`src/rtl/fvls_pkg.sv`:
```
package fvls_pkg;

  localparam int PAGE_WORDS = 4096;
  localparam int MEM_WORDS  = 2 * PAGE_WORDS;
  localparam int SLOT_AW    = $clog2(PAGE_WORDS);
  localparam int MEM_AW     = $clog2(MEM_WORDS);

  localparam logic [15:0] ST_ERASED    = 16'hFFFF;
  localparam logic [15:0] ST_RECEIVING = 16'hEEEE;
  localparam logic [15:0] ST_VALID     = 16'h0000;
  localparam logic [31:0] SLOT_BLANK   = 32'hFFFF_FFFF;

  localparam logic [1:0] KIND_INIT  = 2'd0;
  localparam logic [1:0] KIND_READ  = 2'd1;
  localparam logic [1:0] KIND_WRITE = 2'd2;

  localparam logic [1:0] STAT_OK   = 2'd0;
  localparam logic [1:0] STAT_MISS = 2'd1;
  localparam logic [1:0] STAT_FULL = 2'd2;

  typedef enum logic [1:0] {
    ACT_NONE,
    ACT_BOTH,
    ACT_PAGE0,
    ACT_PAGE1
  } init_act_t;

  typedef enum logic [2:0] {
    S_CLEAR,
    S_IDLE,
    S_DECODE,
    S_WIPE,
    S_SCAN,
    S_FINISH
  } fsm_state_t;

  typedef struct packed {
    logic capture;
    logic wipe_start;
    logic wipe_step;
    logic scan_start;
    logic scan_step;
    logic res_load;
    logic res_scan;
    logic out_load;
  } cmd_t;

  typedef struct packed {
    logic [1:0] kind;
    init_act_t  act;
    logic       sweep_last;
    logic       hit;
    logic       miss;
    logic       out_busy;
  } dp_stat_t;

endpackage

```
`src/rtl/fvls_ctrl.sv`:
```
module fvls_ctrl import fvls_pkg::*; (
  input  logic     clk,
  input  logic     rst,
  input  logic     s_tvalid,
  output logic     s_tready,
  input  dp_stat_t stat,
  output cmd_t     cmd
);

  fsm_state_t state, state_next;

  always_ff @(posedge clk) begin
    if (rst) begin
      state <= S_CLEAR;
    end else begin
      state <= state_next;
    end
  end

  always_comb begin
    state_next = state;
    case (state)
      S_CLEAR: begin
        if (stat.sweep_last) state_next = S_IDLE;
      end
      S_IDLE: begin
        if (s_tvalid) state_next = S_DECODE;
      end
      S_DECODE: begin
        case (stat.kind)
          KIND_INIT: begin
            state_next = (stat.act == ACT_NONE) ? S_FINISH : S_WIPE;
          end
          KIND_READ, KIND_WRITE: begin
            state_next = S_SCAN;
          end
          default: begin
            state_next = S_FINISH;
          end
        endcase
      end
      S_WIPE: begin
        if (stat.sweep_last) state_next = S_FINISH;
      end
      S_SCAN: begin
        if (stat.hit || stat.miss) state_next = S_FINISH;
      end
      S_FINISH: begin
        if (!stat.out_busy) state_next = S_IDLE;
      end
      default: begin
        state_next = S_CLEAR;
      end
    endcase
  end

  always_comb begin
    cmd      = '0;
    s_tready = 1'b0;
    case (state)
      S_CLEAR: begin
        cmd.wipe_step = 1'b1;
      end
      S_IDLE: begin
        s_tready    = 1'b1;
        cmd.capture = s_tvalid;
      end
      S_DECODE: begin
        case (stat.kind)
          KIND_INIT: begin
            if (stat.act == ACT_NONE) begin
              cmd.res_load = 1'b1;
            end else begin
              cmd.wipe_start = 1'b1;
            end
          end
          KIND_READ, KIND_WRITE: begin
            cmd.scan_start = 1'b1;
          end
          default: begin
            cmd.res_load = 1'b1;
          end
        endcase
      end
      S_WIPE: begin
        cmd.wipe_step = 1'b1;
        cmd.res_load  = stat.sweep_last;
      end
      S_SCAN: begin
        cmd.scan_step = 1'b1;
        cmd.res_load  = stat.hit || stat.miss;
        cmd.res_scan  = 1'b1;
      end
      S_FINISH: begin
        cmd.out_load = !stat.out_busy;
      end
      default: begin
        cmd = '0;
      end
    endcase
  end

endmodule

```
`config.mk`:
```
export PLATFORM = sky130hd
export DESIGN_NAME = fvls_ctrl
export DESIGN_NICKNAME = d
export VERILOG_FILES = /design/src/rtl/fvls_pkg.sv /design/src/rtl/fvls_ctrl.sv
export SDC_FILE = /design/constraint.sdc
export NUM_CORES = 1
export LEC_CHECK = 0
export BUFFER_PORTS_ARGS = -buffer_cell sky130_fd_sc_hd__clkbuf_2
export CAP_MARGIN = 20
export CORE_AREA = 2 2 39 41
export DETAILED_ROUTE_END_ITERATION = 10
export DIE_AREA = 0 0 41 43
export SLEW_MARGIN = 20
export SYNTH_ARGS = -nofsm -noshare
export SYNTH_HDL_FRONTEND = slang
export SYNTH_SLANG_ARGS = --single-unit
export TNS_END_PERCENT = 20
```
`constraint.sdc`:
```
create_clock -name clk -period 2.8 [get_ports clk]
set_input_delay 0.28 -clock clk [delete_from_list [all_inputs] [get_ports clk]]
set_output_delay 0.28 -clock clk [all_outputs]
set_load 0.05 [all_outputs]
```
Word level (Yosys, flattened, before mapping)
Cells that the tools add are included.
{"block": "word_totals", "register_bits": 3, "input_bits": 11, "output_inout_bits": 9, "word_cells": 42}
{"block": "classes", "n_eq_ne": 12, "muxes": 21, "reduce_logical": 8}
{"cell": "$mux 3", "count": 6}
{"cell": "$pmux 3 s6", "count": 1}
{"cell": "$mux 1", "count": 11}
{"cell": "$ne 2x2->1 const B", "count": 5}
{"cell": "$eq 3x2->1 const B", "count": 2}
{"cell": "$eq 3x3->1 const B", "count": 2}
{"cell": "$pmux 3 s2", "count": 1}
{"cell": "$reduce_and 5->1", "count": 1}
{"cell": "$logic_not 2->1", "count": 2}
{"cell": "$reduce_or 2->1", "count": 2}
{"cell": "$eq 3x1->1 const B", "count": 1}
{"cell": "$logic_not 3->1", "count": 1}
{"cell": "$pmux 1 s3", "count": 1}
{"cell": "$eq 2x1->1 const B", "count": 1}
{"cell": "$eq 2x2->1 const B", "count": 1}
{"cell": "$pmux 1 s2", "count": 1}
{"cell": "$logic_not 1->1", "count": 1}
{"cell": "$logic_or 1x1->1", "count": 1}

Depth between registers and ports, before layout
{"block": "logic_depth", "ltp_word": 4, "depth_mapped": 7, "depth_no_buf": 6}

Least setup slack after synthesis
OpenSTA, ideal clock, no wires.
{"block": "synth_path", "path_type": "reg-to-output", "start": "register state[0]", "end": "output port cmd[0] (netlist bit)", "t_arrival_ns": 2.077, "slack_ns": 0.443, "stages_incl_launch_ff": 3, "n_path_buf": 1, "cell_sequence": "dfxtp_1 buf_2 nor4bb_1"}
{"element": "from (decl)", "line": "fvls_ctrl.sv:10", "rtl": "fsm_state_t state, state_next;"}
{"element": "from (signal assigned)", "line": "fvls_ctrl.sv:16", "rtl": "state <= state_next;"}
{"element": "to (decl)", "line": "fvls_ctrl.sv:7", "rtl": "output cmd_t cmd"}

==> flow_summary.json <==
{
  "ys_types": 27,
  "worst_slew_pin_slew_ps": 433,
  "reg_top3": "state: 3 flops",
  "root_buffer": "clkbuf_4",
  "relSlewSlack_pct": 71.1,
  "syn-num-nets": 64,
  "path_class": "reg -> out",
  "cts_sinks": 3,
  "maxCapViolations": 0,
  "post_drt_wl_per_cell_um": 10.7,
  "grt_usage_pct": 11.5,
  "die_y_um": 43,
  "critPathLaunchType": "flop",
  "clk_latency_ps": 240,
  "via_per_inst": 4.90,
  "ys_seq_area_share_pct": 15.4,
  "n_fill_cell": 160,
  "worst_path_max_delay_cell": "dfxtp_1",
  "n_antenna_cell": 0,
  "ys_seq_elements": 3,
  "drive_gt1_share_pct": 38.6,
  "top_register": "state",
  "yosysWarnings": 0,
  "slew_viol_final": 0,
  "place_congestion": 0.761,
  "drt_wl_total_um": 920,
  "setup_viol": 0,
  "hpwlAfterDp_um": 724,
  "cts_made_buffers": 3,
  "status": "complete, no violations",
  "largest_reg_flops": 3,
  "tritoncts": "yes",
  "hp-class": "in -> reg",
  "swShare_pct": 58.2,
  "synth_area_per_cell_um2": 7.65,
  "timing.fmax_ghz": 0.525,
  "crit_fanout": 12,
  "skew_ps": 8.60,
  "cts_setup_buffers": 0,
  "grt_pass1_wl_um": 1370,
  "cts_resized": 0,
  "leakagePower_nw": 0.245,
  "cp.buffers_inverters": 1,
  "netlist.area_leader.share_pct": 15.4,
  "worstSetupEndpointType": "output port",
  "area_growth_pct": 28.8,
  "nets": 84,
  "power_frac_comb_pct": 65.3,
  "synth_area_leader_cell": "dfxtp_1",
  "finalCritPeriodShare_pct": 68.0,
  "coreArea_um2": 1380,
  "fp-row-count": 14,
  "grt_pass1_vias": 357,
  "antenna_found_initial": 0,
  "p_int_w": 0.000220,
  "antenna_left": 0,
  "cts_hold_buf": 0,
  "hold_viol_final": 0,
  "seq_area_um2": 60.1,
  "fin_crit_ps": 1900,
  "grt_max_degree": 13,
  "multi_input_area_um2": 283,
  "globalRouteOverflowTotal": 0,
  "dr.pass1.iters": 3,
  "whs_ps": 252,
  "synth_area_um2": 390,
  "clkPwrFrac_pct": 15.4,
  "pwr-share-seq_pct": 19.3,
  "drc": 0,
  "synthTopCellsByArea": "dfxtp_1, nand2b_1, ha_1",
  "port_buffers": 19,
  "cts_max_level": 1,
  "cts_max_path_buffers": 2,
  "setup_tns_ps": 0,
  "cp.arrival_ps": 1620,
  "num_vias": 421,
  "worstPathRequired_ps": 2520,
  "clk_pin_slew_worst_paths_ps": 40,
  "rsz0062_at_grt": "false",
  "critPathTopFamily": "flip-flops",
  "io_pins": 20,
  "initial_utilization_pct": 28.2,
  "cpPeakStageDelay_ps": 580,
  "p_switching_w": 0.000306,
  "drtIter0Drc": 4,
  "die_w_um": 41,
  "powerDensity_nw_per_um2": 1050,
  "crit_chain": "nor3b_2 -> and2_1 -> clkbuf_2",
  "die_area_um2": 1760,
  "max-vdd-ir-drop_uv": 358,
  "postSynthCellCount": 51
}
==> worst register-to-register path, cell delays in order (launching register included) <==
cell      delay, ps
dfxtp_1         580
nor3b_2         380
nand2b_1        140
o2111a_2        190
a311oi_2        230
==> worst paths after layout <==
| kind | slack [ps] | endpoint | startpoint | cells after the start |
|---|---|---|---|---|
| worst min-delay path | 250 | state[2] | rst | 2 |
| worst max-delay path | 900 | cmd[7] | state[0] | 3 |
| worst min register to register | 710 | state[2] | state[2] | 2 |
| worst max register to register | 1220 | state[2] | state[0] | 4 |
==> through the flow <==
step | utilization, % | setup WS, ps | total power [W] | area, um^2 | cells
global placement | 34.4 | 1130 | 0.000445 | 477 | 82
finish | 36.3 | 895 | 0.000526 | 503 | 86
detailed placement | 34.4 | 1120 | 0.000448 | 477 | 82
global route | 36.3 | 774 | 0.000559 | 503 | 86
CTS | 36.3 | 871 | 0.000531 | 503 | 86
floorplan | - | 443 | 0.000398 | 390 | 51
==> cells by family (layout without fill, tap and decap cells) <==
group / Yosys count / count (layout) / synth area share, %
compound gates: 12 / 12 / 26.3
xor+xnor: 1 / 1 / 2.24
fa+ha+maj: 2 / 2 / 6.41
buf+inv: 9 / 28 / 12.2
flops: 3 / 3 / 15.4
mux: 1 / 1 / 2.56
simple gates: 23 / 23 / 34.9
==> synthesized netlist by cell type <==
| cell type | n |
|---|---|
| nor2b_1 | 1 |
| or3_1 | 1 |
| inv_1 | 5 |
| nor4b_2 | 1 |
| o21ai_0 | 2 |
| a221oi_2 | 1 |
| a211oi_1 | 3 |
| xor2_1 | 1 |
| nor3b_2 | 1 |
| and2_1 | 1 |
| nand3_1 | 1 |
| buf_2 | 2 |
| nand2_1 | 3 |
| buf_6 | 1 |
| dfxtp_1 | 3 |
| a21o_1 | 2 |
| ha_1 | 2 |
| nor4bb_1 | 1 |
| buf_4 | 1 |
| a31oi_1 | 1 |
| o2111a_2 | 1 |
| nor3_1 | 2 |
| mux2i_1 | 1 |
| nand2b_1 | 5 |
| a311oi_2 | 1 |
| o22ai_1 | 1 |
| nor2_1 | 6 |
==> cell type report <==
class                   count  area share, %
clock buffers               4           5.22
inverters                   5           3.73
well taps                  16           3.98
repair buffers             19           18.9
flip-flops and latches      3           11.9
multi-input cells          39           56.2
==> cells in the final DEF (no fill, tap or decap), types with 2 or more instances in the layout <==
cell type,instances
ha_1,2
a21o_1,2
clkbuf_4,3
clkbuf_2,19
inv_1,5
nor3_1,2
a211oi_1,3
o21ai_0,2
dfxtp_1,3
nor2_1,6
nand2b_1,5
nand2_1,3
==> power groups by stage <==
stage | clock, W | combinational, W | sequential [W]
6_report | 0.0000808 | 0.000344 | 0.000102
5_1_grt | 0.0000848 | 0.000369 | 0.000105
4_1_cts | 0.0000828 | 0.000347 | 0.000101
3_5_place_dp | 0 | 0.000346 | 0.000102
3_3_place_gp | 0 | 0.000346 | 0.0000993
2_1_floorplan | 0 | 0.000333 | 0.0000650
==> layer usage <==
layer / routed length, um / vias to the layer above / track usage, %
met5: 0 / - / 0
met4: 0 / 0 / 4.00
met3: 78 / 0 / 6.81
met2: 387 / 17 / 16.3
met1: 454 / 189 / 14.1
li1: - / 215 / -
(Power assumes the default switching activity.)
